**src/rtl/core/indexed_selector_homing_controller_unit_defines.svh**
```systemverilog
// assertion macros shared by the selector controller
`ifndef INDEXED_SELECTOR_HOMING_CONTROLLER_UNIT_DEFINES_SVH
`define INDEXED_SELECTOR_HOMING_CONTROLLER_UNIT_DEFINES_SVH

// same-cycle implication, checked on clk outside reset
`define ISHC_ASSERT_NOW(label, ante, cons, msg) \
	label: assert property (@(posedge clk) disable iff (!arst_n) (ante) |-> (cons)) \
		else $error(msg);

// next-cycle implication, checked on clk outside reset
`define ISHC_ASSERT_NEXT(label, ante, cons, msg) \
	label: assert property (@(posedge clk) disable iff (!arst_n) (ante) |=> (cons)) \
		else $error(msg);

`endif

```
**src/rtl/core/ishc_pkg.sv**
```systemverilog
`default_nettype none
package ishc_pkg;

	// default widths
	localparam int ISHC_INDEX_BITS = 8;
	localparam int ISHC_TICK_BITS = 16;

	// configuration register file
	localparam int CFG_DATA_BITS = 16;
	localparam int CFG_ADDR_BITS = 1;
	localparam int LAST_INDEX_BITS = 8;
	localparam int MARK_THR_BITS = 16;
	localparam logic [LAST_INDEX_BITS-1:0] LAST_INDEX_RESET = 8'd5;
	localparam logic [MARK_THR_BITS-1:0] MARK_THR_RESET = 16'd1024;

	typedef enum logic [CFG_ADDR_BITS-1:0] {
		CFG_LAST_INDEX = 1'b0,
		CFG_HOME_MARK_TICKS = 1'b1
	} cfg_reg_t;

	// operation codes
	typedef enum logic [2:0] {
		OP_HOME = 3'd0,
		OP_MOVE_TO = 3'd1,
		OP_MOVE_NEXT = 3'd2,
		OP_HOLD = 3'd3,
		OP_DISABLE = 3'd4,
		OP_SENSOR = 3'd5,
		OP_TICK = 3'd6
	} op_t;

	// motor commands
	typedef enum logic [2:0] {
		MC_NONE = 3'd0,
		MC_HOLD = 3'd1,
		MC_HOME_FAST = 3'd2,
		MC_HOME_SLOW = 3'd3,
		MC_MOVE_FAST = 3'd4,
		MC_MOVE_SLOW = 3'd5,
		MC_DISABLE = 3'd6
	} motor_cmd_t;

	// status codes
	typedef enum logic [3:0] {
		ST_NONE = 4'd0,
		ST_HOME_STARTED = 4'd1,
		ST_MOVE_STARTED = 4'd2,
		ST_DONE_MOVING = 4'd3,
		ST_OUT_OF_RANGE = 4'd4,
		ST_FOUND_TARGET = 4'd5,
		ST_HOMED = 4'd6,
		ST_NOT_HOME = 4'd7,
		ST_DONE_NEXT = 4'd8,
		ST_FOUND_NEXT = 4'd9,
		ST_DISP_NOT_HOMED = 4'd10,
		ST_IDLE_DETECT = 4'd11,
		ST_DISABLED = 4'd12,
		ST_HELD = 4'd13,
		ST_NEXT_STARTED = 4'd14
	} status_t;

	// motor mode, one-hot
	typedef enum logic [2:0] {
		MODE_OFF = 3'b001,
		MODE_HELD = 3'b010,
		MODE_RUN = 3'b100
	} mode_t;

	// deferred request kind
	typedef enum logic [1:0] {
		KIND_NONE = 2'd0,
		KIND_HOME = 2'd1,
		KIND_MOVE = 2'd2
	} kind_t;

endpackage
`default_nettype wire

```
**src/rtl/core/indexed_selector_homing_controller_unit.sv**
```systemverilog
// Rotary tube selector controller: one stepper, one optical index sensor.
// Input channel (in_valid/in_ready) carries one command or event per
// transaction: home, move to index, move next, hold, disable, sensor level
// change or step tick, with destination, sensor level and dispenser flag.
// Output channel (out_valid/out_ready) returns exactly one result per input
// transaction, in order: motor command, status, position, dispenser home
// request and the deferred request kind and index.
// The transaction is registered in the input stage on acceptance, then
// the flag logic updates the state and loads the result register.
// One transaction is taken per cycle while the receiver does not stall;
// the state update is short compare and increment logic.
// When the receiver stalls, the result register holds and the input stage
// keeps one transaction; in_ready drops only when both are full.
// Configuration writes (cfg_write, cfg_index, cfg_data) take effect at the
// clock edge; the user must make them only while no transaction is in flight, the block does not enforce it.
// Asynchronous reset clears the controller state: index zero, motor disabled, no
// deferred request, last_index 5 and home mark threshold 1024.
`default_nettype none
`include "indexed_selector_homing_controller_unit_defines.svh"
module indexed_selector_homing_controller_unit
	import ishc_pkg::*;
#(
	parameter int INDEX_BITS = ISHC_INDEX_BITS,
	parameter int TICK_BITS = ISHC_TICK_BITS
) (
	input wire logic clk,
	input wire logic arst_n,
	// configuration
	input wire logic cfg_write,
	input wire logic [CFG_ADDR_BITS-1:0] cfg_index,
	input wire logic [CFG_DATA_BITS-1:0] cfg_data,
	// input channel
	input wire logic in_valid,
	output logic in_ready,
	input wire logic [2:0] operation,
	input wire logic [INDEX_BITS-1:0] destination,
	input wire logic sensor_high,
	input wire logic dispenser_homed,
	// output channel
	output logic out_valid,
	input wire logic out_ready,
	output logic [2:0] motor_command,
	output logic [3:0] status,
	output logic [INDEX_BITS-1:0] position,
	output logic dispenser_home_request,
	output logic [1:0] deferred_kind,
	output logic [INDEX_BITS-1:0] deferred_index
);

	localparam int CMP_BITS = (INDEX_BITS > LAST_INDEX_BITS) ? INDEX_BITS : LAST_INDEX_BITS;
	localparam int TCMP_BITS = (TICK_BITS > MARK_THR_BITS) ? TICK_BITS : MARK_THR_BITS;

	// configuration registers
	logic [LAST_INDEX_BITS-1:0] last_index_q;
	logic [MARK_THR_BITS-1:0] mark_thr_q;

	// controller state
	logic [INDEX_BITS-1:0] cur_q, goal_q, saved_index_q;
	mode_t mode_q;
	kind_t saved_kind_q;
	logic next_mode_q, target_seen_q, homing_q, mark_entered_q;
	logic home_pending_q, counting_q, tick_en_q;
	logic [TICK_BITS-1:0] ticks_q;

	// input stage
	logic valid_s1;
	op_t op_s1;
	logic [INDEX_BITS-1:0] dest_s1;
	logic high_s1, homed_s1;

	// result register
	logic out_valid_q;
	motor_cmd_t mc_q;
	status_t st_q;
	logic req_q;

	// next values
	logic [INDEX_BITS-1:0] n_cur, n_goal, n_saved_index;
	mode_t n_mode;
	kind_t n_saved_kind;
	logic n_next_mode, n_target_seen, n_homing, n_mark_entered;
	logic n_home_pending, n_counting, n_tick_en;
	logic [TICK_BITS-1:0] n_ticks;
	motor_cmd_t n_mc;
	status_t n_st;
	logic n_req;

	logic advance;
	logic [CMP_BITS-1:0] last_x, dest_x, goal_x, cur_x;
	logic [TCMP_BITS-1:0] thr_x;

	// handshake
	assign advance = valid_s1 && (!out_valid_q || out_ready);
	assign in_ready = !valid_s1 || advance;

	// configuration writes
	always_ff @(posedge clk or negedge arst_n) begin
		if (!arst_n) begin
			last_index_q <= LAST_INDEX_RESET;
			mark_thr_q <= MARK_THR_RESET;
		end else if (cfg_write) begin
			unique case (cfg_reg_t'(cfg_index))
				CFG_LAST_INDEX: last_index_q <= cfg_data[LAST_INDEX_BITS-1:0];
				CFG_HOME_MARK_TICKS: mark_thr_q <= cfg_data[MARK_THR_BITS-1:0];
				default: ;
			endcase
		end
	end

	// input stage valid
	always_ff @(posedge clk or negedge arst_n) begin
		if (!arst_n) begin
			valid_s1 <= 1'b0;
		end else if (in_ready) begin
			valid_s1 <= in_valid;
		end
	end

	// input stage payload
	always_ff @(posedge clk) begin
		if (in_ready && in_valid) begin
			op_s1 <= op_t'(operation);
			dest_s1 <= destination;
			high_s1 <= sensor_high;
			homed_s1 <= dispenser_homed;
		end
	end

	// next state and result for the transaction in the input stage
	always_comb begin
		n_cur = cur_q;
		n_goal = goal_q;
		n_mode = mode_q;
		n_next_mode = next_mode_q;
		n_target_seen = target_seen_q;
		n_homing = homing_q;
		n_mark_entered = mark_entered_q;
		n_home_pending = home_pending_q;
		n_counting = counting_q;
		n_tick_en = tick_en_q;
		n_ticks = ticks_q;
		n_saved_kind = saved_kind_q;
		n_saved_index = saved_index_q;
		n_mc = MC_NONE;
		n_st = ST_NONE;
		n_req = 1'b0;

		last_x = CMP_BITS'(last_index_q);
		dest_x = CMP_BITS'(dest_s1);
		goal_x = CMP_BITS'(goal_q);
		cur_x = CMP_BITS'(cur_q);
		thr_x = TCMP_BITS'(mark_thr_q);

		unique case (op_s1)
			OP_HOME: begin
				if (!homed_s1) begin
					n_saved_kind = KIND_HOME;
					n_saved_index = '0;
					n_req = 1'b1;
					n_st = ST_DISP_NOT_HOMED;
				end else begin
					n_homing = 1'b1;
					n_cur = '0;
					n_mode = MODE_RUN;
					n_mc = MC_HOME_FAST;
					n_st = ST_HOME_STARTED;
				end
			end
			OP_MOVE_TO: begin
				if (!homed_s1) begin
					n_saved_kind = KIND_MOVE;
					n_saved_index = dest_s1;
					n_req = 1'b1;
					n_st = ST_DISP_NOT_HOMED;
				end else begin
					n_goal = dest_s1;
					n_target_seen = 1'b0;
					n_next_mode = 1'b0;
					priority if (home_pending_q) begin
						n_homing = 1'b1;
						n_cur = '0;
						n_mode = MODE_RUN;
						n_mc = MC_HOME_FAST;
						n_st = ST_HOME_STARTED;
					end else if (dest_x > last_x) begin
						n_st = ST_OUT_OF_RANGE;
					end else if (cur_q == dest_s1) begin
						n_mode = MODE_HELD;
						n_mc = MC_HOLD;
						n_st = ST_DONE_MOVING;
					end else begin
						n_mode = MODE_RUN;
						n_mc = MC_MOVE_FAST;
						n_st = ST_MOVE_STARTED;
					end
				end
			end
			OP_MOVE_NEXT: begin
				n_target_seen = 1'b0;
				n_next_mode = 1'b1;
				n_mode = MODE_RUN;
				n_mc = MC_MOVE_FAST;
				n_st = ST_NEXT_STARTED;
			end
			OP_HOLD: begin
				n_mode = MODE_HELD;
				n_mc = MC_HOLD;
				n_st = ST_HELD;
			end
			OP_DISABLE: begin
				n_mode = MODE_OFF;
				n_goal = '0;
				n_mc = MC_DISABLE;
				n_st = ST_DISABLED;
			end
			OP_SENSOR: begin
				if (mode_q == MODE_RUN) begin
					if (high_s1) begin
						// mark left the sensor
						priority if (homing_q && mark_entered_q) begin
							n_mark_entered = 1'b0;
							n_tick_en = 1'b0;
							if (!counting_q) begin
								// long mark: home found
								n_homing = 1'b0;
								n_mode = MODE_HELD;
								n_mc = MC_HOLD;
								n_st = ST_HOMED;
								if (home_pending_q) begin
									n_home_pending = 1'b0;
									if (cur_q != goal_q) begin
										// resume the move that homing replaced
										if (!homed_s1) begin
											n_saved_kind = KIND_MOVE;
											n_saved_index = goal_q;
											n_req = 1'b1;
											n_st = ST_DISP_NOT_HOMED;
										end else begin
											n_target_seen = 1'b0;
											n_next_mode = 1'b0;
											if (goal_x > last_x) begin
												n_st = ST_OUT_OF_RANGE;
											end else begin
												n_mode = MODE_RUN;
												n_mc = MC_MOVE_FAST;
												n_st = ST_MOVE_STARTED;
											end
										end
									end else begin
										n_st = ST_DONE_MOVING;
									end
								end
							end else begin
								n_mc = MC_HOME_FAST;
								n_st = ST_NOT_HOME;
							end
						end else if (target_seen_q) begin
							n_mode = MODE_HELD;
							n_mc = MC_HOLD;
							n_st = next_mode_q ? ST_DONE_NEXT : ST_DONE_MOVING;
						end
					end else begin
						// mark entered the sensor
						priority if (homing_q) begin
							n_mark_entered = 1'b1;
							n_tick_en = 1'b1;
							n_ticks = '0;
							n_counting = 1'b1;
							n_mc = MC_HOME_SLOW;
						end else if (next_mode_q) begin
							n_target_seen = 1'b1;
							n_mc = MC_MOVE_SLOW;
							n_st = ST_FOUND_NEXT;
						end else begin
							if (cur_x == last_x) begin
								n_cur = '0;
							end else begin
								n_cur = cur_q + 1'b1;
							end
							if (n_cur == goal_q) begin
								n_target_seen = 1'b1;
								n_mc = MC_MOVE_SLOW;
								n_st = ST_FOUND_TARGET;
							end
						end
					end
				end else if (mode_q == MODE_OFF && !high_s1) begin
					// detection while idle forces homing first
					n_home_pending = 1'b1;
					n_st = ST_IDLE_DETECT;
				end
			end
			OP_TICK: begin
				if (tick_en_q) begin
					if (ticks_q != '1) begin
						n_ticks = ticks_q + 1'b1;
					end
					if (TCMP_BITS'(n_ticks) >= thr_x) begin
						n_counting = 1'b0;
					end
				end
			end
			default: ;
		endcase
	end

	// controller state update
	always_ff @(posedge clk or negedge arst_n) begin
		if (!arst_n) begin
			cur_q <= '0;
			goal_q <= '0;
			mode_q <= MODE_OFF;
			next_mode_q <= 1'b0;
			target_seen_q <= 1'b0;
			homing_q <= 1'b0;
			mark_entered_q <= 1'b0;
			home_pending_q <= 1'b0;
			counting_q <= 1'b0;
			tick_en_q <= 1'b0;
			ticks_q <= '0;
			saved_kind_q <= KIND_NONE;
			saved_index_q <= '0;
		end else if (advance) begin
			cur_q <= n_cur;
			goal_q <= n_goal;
			mode_q <= n_mode;
			next_mode_q <= n_next_mode;
			target_seen_q <= n_target_seen;
			homing_q <= n_homing;
			mark_entered_q <= n_mark_entered;
			home_pending_q <= n_home_pending;
			counting_q <= n_counting;
			tick_en_q <= n_tick_en;
			ticks_q <= n_ticks;
			saved_kind_q <= n_saved_kind;
			saved_index_q <= n_saved_index;
		end
	end

	// result register valid
	always_ff @(posedge clk or negedge arst_n) begin
		if (!arst_n) begin
			out_valid_q <= 1'b0;
		end else if (advance) begin
			out_valid_q <= 1'b1;
		end else if (out_ready) begin
			out_valid_q <= 1'b0;
		end
	end

	// result register payload
	always_ff @(posedge clk) begin
		if (advance) begin
			mc_q <= n_mc;
			st_q <= n_st;
			req_q <= n_req;
		end
	end

	// outputs; position and deferred request follow the state just written
	assign out_valid = out_valid_q;
	assign motor_command = mc_q;
	assign status = st_q;
	assign position = cur_q;
	assign dispenser_home_request = req_q;
	assign deferred_kind = saved_kind_q;
	assign deferred_index = saved_index_q;

	// checks
	`ISHC_ASSERT_NEXT(a_stage_holds, valid_s1 && !advance, valid_s1 && $stable(op_s1), "input stage lost a stalled transaction")
	`ISHC_ASSERT_NEXT(a_result_loaded, advance, out_valid_q, "processed transaction gave no result")
	`ISHC_ASSERT_NOW(a_tick_follows_mark, 1'b1, tick_en_q == mark_entered_q, "tick counting out of step with mark tracking")
	`ISHC_ASSERT_NOW(a_homed_holds, out_valid_q && st_q == ST_HOMED, mc_q == MC_HOLD, "homed status without hold command")

endmodule
`default_nettype wire

```
**config.mk**
```make
export PLATFORM = sky130hd
export DESIGN_NAME = indexed_selector_homing_controller_unit
export DESIGN_NICKNAME = d
export VERILOG_FILES = /design/src/rtl/core/ishc_pkg.sv /design/src/rtl/core/indexed_selector_homing_controller_unit.sv
export VERILOG_INCLUDE_DIRS = /design/src /design/src/rtl/core
export SDC_FILE = /design/constraint.sdc
export NUM_CORES = 1
export LEC_CHECK = 0
export ABC_AREA = 1
export BUFFER_PORTS_ARGS = -buffer_cell sky130_fd_sc_hd__buf_2
export CAP_MARGIN = 5
export CORE_ASPECT_RATIO = 0.8
export CORE_MARGIN = 4
export CORE_UTILIZATION = 37
export DETAILED_ROUTE_END_ITERATION = 8
export GPL_ROUTABILITY_DRIVEN = 0
export GPL_TIMING_DRIVEN = 0
export PLACE_DENSITY = 0.54
export SETUP_SLACK_MARGIN = 0.5
export SLEW_MARGIN = 20
export SYNTH_ARGS = -nofsm -noshare
export SYNTH_HDL_FRONTEND = slang
export SYNTH_SLANG_ARGS = --single-unit
```
**constraint.sdc**
```tcl
create_clock -name clk -period 3 [get_ports clk]
set_clock_uncertainty 0.15 [all_clocks]
set_input_delay 0.15 -clock clk [delete_from_list [all_inputs] [get_ports clk]]
set_output_delay 0.15 -clock clk [all_outputs]
set_load 0.05 [all_outputs]
```
==> results of run 1 <==
==> flip-flops by register name, summed over array words and instances, names as in the netlist, 2 cells and up <==
| signal | cells |
|---|---|
| position | 8 |
| ticks_q | 16 |
| motor_command | 3 |
| deferred_kind | 2 |
| status | 4 |
| dest_s1 | 8 |
| mark_thr_q | 16 |
| goal_q | 8 |
| mode_q | 3 |
| last_index_q | 8 |
| deferred_index | 8 |
| op_s1 | 3 |
==> what timing repair did <==
action | CTS | global route
hold buffers | 33 | 0
setup buffers | 11 | 7
pin swaps | 7 | 13
setup endpoints to repair | 4 | 10
gates resized for setup | 12 | 28
gates cloned | 0 | 0
hold endpoints to repair | 72 | 0
==> report_power, final <==
part,internal (mW),switching (mW)
logic,0.576,1.21
clock network,0.646,0.513
registers,1.62,0.221
total,2.85,1.95
==> area by class of cell <==
cell class                 instances  area, um2  area share [%]
timing repair buffer             114      805.8           10.42
multi-input combinational        560       3199           41.36
tap                              220      275.3           3.559
clock inverter                     5      52.55          0.6794
sequential                        98       2566           33.18
buffer                            19      121.4           1.569
clock buffer                      11      232.7           3.009
inverter                         127      481.7           6.228
==> final timing paths <==
kind	to	cells after the start
max in group asynchronous	last_index_q[2]	3
min	mark_thr_q[15]	4
min in group asynchronous	mark_thr_q[15]	2
max reg2reg	counting_q	21
min reg2reg	deferred_index[2]	2
max	counting_q	21
==> cells by family (layout without fill, tap and decap cells) <==
logic type | after synthesis | count (layout) | share of synthesized area [%]
simple gates | 359 | 359 | 25.69
buf+inv | 146 | 276 | 9.685
compound gates | 142 | 142 | 12.87
flops | 98 | 98 | 41.32
fa+ha+maj | 34 | 34 | 6.860
xor+xnor | 24 | 24 | 3.390
mux | 1 | 1 | 0.1816
==> metal layers <==
layer  part of all wire, %  up-vias  wire, um  track usage [%]
met3                   5.5       16       912            2.813
met1                    51     2585      8587            27.59
met2                    42      142      6980            25.61
met4                   1.3        0       218            5.175
li1                      -     2886         -                -
met5                     0        -         0                0
==> cell usage after synthesis, types with 2 or more instances <==
| library cell | count |
|---|---|
| a31oi_1 | 3 |
| nand4_1 | 14 |
| nand3_1 | 36 |
| buf_4 | 2 |
| nand2_4 | 3 |
| nor3_1 | 21 |
| nor2_1 | 52 |
| inv_2 | 14 |
| inv_1 | 110 |
| a22oi_1 | 3 |
| ha_1 | 34 |
| edfxtp_1 | 21 |
| clkinv_2 | 2 |
| a21oi_1 | 33 |
| buf_2 | 4 |
| buf_6 | 5 |
| o21ai_0 | 58 |
| o2111ai_1 | 2 |
| nand2_2 | 4 |
| nand3_2 | 2 |
| clkbuf_1 | 7 |
| nor2_4 | 3 |
| dfrtp_1 | 73 |
| xnor2_1 | 8 |
| nand2_1 | 211 |
| dfstp_2 | 4 |
| o22ai_1 | 14 |
| a21oi_2 | 2 |
| a211oi_1 | 2 |
| o21ai_1 | 13 |
| o211ai_1 | 4 |
| nor3_2 | 2 |
| xor2_1 | 16 |
| nor2_2 | 6 |
==> critical path: stages (launching register included) <==
cell and delay, ps:
dfrtp_1 370, ha_2 200, nand2_2 70, nor2_4 140, nand2_4 80, nor4_4 270
nor3_2 80, nand2_1 80, xor2_1 200, inv_1 70, ha_1 270, nand2_1 60
nor2_2 130, nand2_1 70, o211ai_1 80, nand2_1 80, nand3_2 80, nand2_1 50
nand2_1 60, nand2_1 60, o21ai_1 110, o21ai_1 70
==> per-stage QoR <==
stage	power [mW]	cells
after global placement	3.532	1086
final	4.795	1154
after CTS	4.763	1147
after floorplan	3.055	804
after detailed placement	3.543	1087
after global routing	5.129	1154
==> impl_metrics.ini, run 1 <==
[global_routing]
grt_pass1_wl_mm = 26.85
gr-total-overflow = 0
antenna_found_initial = 0
grt_pass1_vias = 5154
grt_use_total_pct = 17.82
grt_max_degree = 45

[floorplan]
die_area_mm2 = 0.01891
fp.dieH_um = 123.8
core_region_area_mm2 = 0.01650
initial_core_util_pct = 37.58
rows = 42
die_x_um = 152.7
io_pins = 63

[place]
dp_hpwl_mm = 12.61
portBuffers = 62
placed_cell_area_mm2 = 0.006832
place_worst_setup_slack_ps = -69.61

[cells_and_area]
nFillCells = 1669
syn_to_final_growth_pct = 24.74
diodes = 0
nets = 998
design_area_mm2 = 0.007735
utilization_pct = 46.88
final_cell_mix = nand2_1, inv_1, dfrtp_1
drive_above_1_share_pct = 19.91
layout_commonest_cell = nand2_1

[pwr]
p_leak_nw = 3.837
ir_drop_v = 0.0002671
power_density_mw_per_mm2 = 619.9

[synth]
yosys.area.top_type = dfrtp_1
synth-edff-count = 21
yosys_register_bits = 98
synthCells = 804
synth_ff_type = dfrtp_1
ys_async_sr_fraction_pct = 78.57
avgSynthCellArea_um2 = 7.713
synth_warnings = 0
ys_seq_area_share_pct = 41.32
synthTopCellsByArea = dfrtp_1, nand2_1, edfxtp_1
synth_largest_type_area_fraction_pct = 29.46
syn-cell-area_mm2 = 0.006201
synth_cell_type_count = 50
syn-num-nets = 873

[sta]
fin_ws_ps = 26.50
drv_slew = 0
slew_headroom_pct = 59.53
fin_setup_tns_ps = 0
rsz0062_at_grt = true
finalHoldViolations = 0
worst_pin_slew_ps = 607.0
holdWs_ps = 25.75
finalCritPeriodShare_pct = 99.12
max_freq_ghz = 0.3363
period_minus_slack_ps = 2974
setup-violations-final = 0

[hold_path]
hp-class = input port to flop
min_from = cfg_write

[detailed_routing]
wl_per_cell_um = 14.47
vias = 5629
drt_iter0_drc = 562
drt_pass1_iterations = 5
drc = 0
ant_nets = 0
vias_per_cell = 4.878
finalWirelength_mm = 16.70

[cts]
cts.sinks = 98
htree_levels = 3
ctsLongestPathBuffers = 2
cts_buffers = 9
path_clk_slew_ps = 70
tritoncts = yes
cts_root_buf = clkbuf_16
clk_latency_ps = 360

[run]
cap_violations = 0

[worst_setup_path]
cp.required_ps = 3080
critPathArrivalTime_ps = 3050
critPathLaunchType = flop
cp_max_fo = 4
worstSetupEndpointType = flop
r2r_start = ticks_q[1]
critPathLaunch = ticks_q[1]
ff2ff_setup_slack_ps = 30
path_class = flop to flop

[outcome]
status = completed
Power figures use the tool's default switching activity.
==> inputs of run 2 (changes only) <==
--- a/config.mk
+++ b/config.mk
@@ -7,15 +7,15 @@
 export NUM_CORES = 1
 export LEC_CHECK = 0
 export ABC_AREA = 1
-export BUFFER_PORTS_ARGS = -buffer_cell sky130_fd_sc_hd__buf_2
+export BUFFER_PORTS_ARGS = -buffer_cell sky130_fd_sc_hd__buf_4
 export CAP_MARGIN = 5
 export CORE_ASPECT_RATIO = 0.8
 export CORE_MARGIN = 4
-export CORE_UTILIZATION = 37
+export CORE_UTILIZATION = 60
 export DETAILED_ROUTE_END_ITERATION = 8
 export GPL_ROUTABILITY_DRIVEN = 0
 export GPL_TIMING_DRIVEN = 0
-export PLACE_DENSITY = 0.54
+export PLACE_DENSITY = 0.81
 export SETUP_SLACK_MARGIN = 0.5
 export SLEW_MARGIN = 20
 export SYNTH_ARGS = -nofsm -noshare
==> impl_metrics.ini, run 2 (synthesized netlist as in run 1, its figures left out) <==
[outcome]
violations = setup timing
status = finished, violations left

[detailed_routing]
vias = 6350
finalWirelength_mm = 19.05
drt_iter0_drc = 900
vias_per_cell = 5.918
ant_nets = 0
drc = 0
drt_pass1_iterations = 8
wl_per_cell_um = 17.75

[cts]
ctsLongestPathBuffers = 2
path_clk_slew_ps = 70
htree_levels = 3
cts_root_buf = clkbuf_16
cts.sinks = 98
clk_latency_ps = 360
tritoncts = yes
cts_buffers = 9

[floorplan]
rows = 32
die_area_mm2 = 0.01204
fp.dieH_um = 98.93
io_pins = 63
core_region_area_mm2 = 0.009849
initial_core_util_pct = 62.96
die_x_um = 121.7

[cells_and_area]
layout_commonest_cell = nand2_1
diodes = 0
nFillCells = 620
nets = 1001
utilization_pct = 79.89
drive_above_1_share_pct = 20.70
syn_to_final_growth_pct = 26.90
stdcell_count = 1073
reg_top3 = mark_thr_q: 16 flops, ticks_q: 16 flops
final_cell_mix = nand2_1, inv_1, buf_4

[sta]
setup-violations-final = 1
finalHoldViolations = 0
drv_slew = 0
finalCritPeriodShare_pct = 106.0
worst_pin_slew_ps = 642.9
max_freq_ghz = 0.3145
rsz0062_at_grt = true
period_minus_slack_ps = 3180
slew_headroom_pct = 57.14
fin_ws_ps = -179.7

[place]
dp.cells = 1002
portBuffers = 62
place_worst_setup_slack_ps = -137.4
dp_hpwl_mm = 12.36

[worst_setup_path]
path_class = flop to flop
slowest_stage = dfrtp_1
worstSetupEndpointType = flop
critPathLaunchType = flop
path_cells = inv_1, nor3_4, nand2_2, nor4_4, a31oi_1, a31oi_2, ha_1, nand2_1, inv_1, nand3_1, nor3_2, nand3_1, nand3_2, nand2_2, nand2_2, nand2_2, o21ai_1, o21ai_1
path_buf_inv = 2
max_stage_delay_ps = 390
critPathArrivalTime_ps = 3260
cp_max_fo = 4
cp.required_ps = 3080
cp_top_family = simple AND/OR/NAND/NOR gates
timing.critical_path.mode_cell = nand2_2

[global_routing]
grt_use_total_pct = 30.76
antenna_found_initial = 0
gr-total-overflow = 0
grt_max_degree = 78
grt_pass1_vias = 6112
grt_pass1_wl_mm = 29.50

[pwr]
ir_drop_v = 0.0004256
p_leak_nw = 3.894
power_density_mw_per_mm2 = 626.9
power_mw = 4.933

[run]
cap_violations = 0

[hold_path]
hp-class = input port to flop
-- run 2: cell types whose count changed in the layout (fill, tap and decap cells not counted), sizes merged --
cell	change
bufinv	-1
inv	-2
clkinv	+2
clkbuf	+1
buf	+3
-- run 2: final timing paths --
check,from,to,slack [ps],depth (start not counted)
max,ticks_q[2],counting_q,-180,18
min,cfg_write,mark_thr_q[15],10,4
max reg2reg,ticks_q[2],counting_q,-180,18
min reg2reg,deferred_index[4],deferred_index[4],330,2
max in group asynchronous,arst_n,last_index_q[2],2010,3
min in group asynchronous,arst_n,ticks_q[7],60,2
-- run 2: area by class of cell --
cell class,count,area [um2],share of cell area [%]
Tap cell,136,170.2,2.163
Sequential cell,98,2564,32.58
Inverter,127,479.2,6.090
Clock buffer,12,267.8,3.403
Timing Repair Buffer,117,992.2,12.61
Multi-Input combinational cell,560,3251,41.31
Buffer,19,121.4,1.542
Clock inverter,4,23.77,0.3021
-- run 2: tightest hold or removal path: stages --
cell and delay (ps):
buf_4 80, nand2_1 100, nor2_1 110, a21oi_1 40
-- run 2: metal layers --
layer	up-vias	track usage [%]	share of wire (%)
met2	429	49.00	47
met4	0	10.85	3.9
met3	97	6.081	9.6
met1	2944	42.06	40
met5	-	0	0
li1	2880	-	-
-- run 2: stage by stage --
| stage | cell area [um2] | hold WS, ps | TNS, ps |
|---|---|---|---|
| finish | 7869 | 12.10 | -179.7 |
| global route | 7869 | 73.77 | -358.0 |
| CTS | 7679 | 17.91 | -3.591 |
| detailed placement | 6852 | 179.3 | -137.4 |
| global placement | 6852 | 178.2 | 0 |
| floorplan | 6216 | -295.6 | 0 |
-- run 2: timing repair --
action                                  4_1_cts  5_1_grt
endpoints found under the hold margin       112        0
gates resized for setup                      21       30
hold buffers                                 33        0
buffers inserted                             16        5
pin swaps                                     9       16
endpoints found under the setup margin        2        8
-- run 2: power breakdown --
group	internal [mW]	switching [mW]	leakage (nW)
logic	0.647	1.28	2.57
clock network	0.633	0.512	0.147
registers	1.62	0.236	1.17
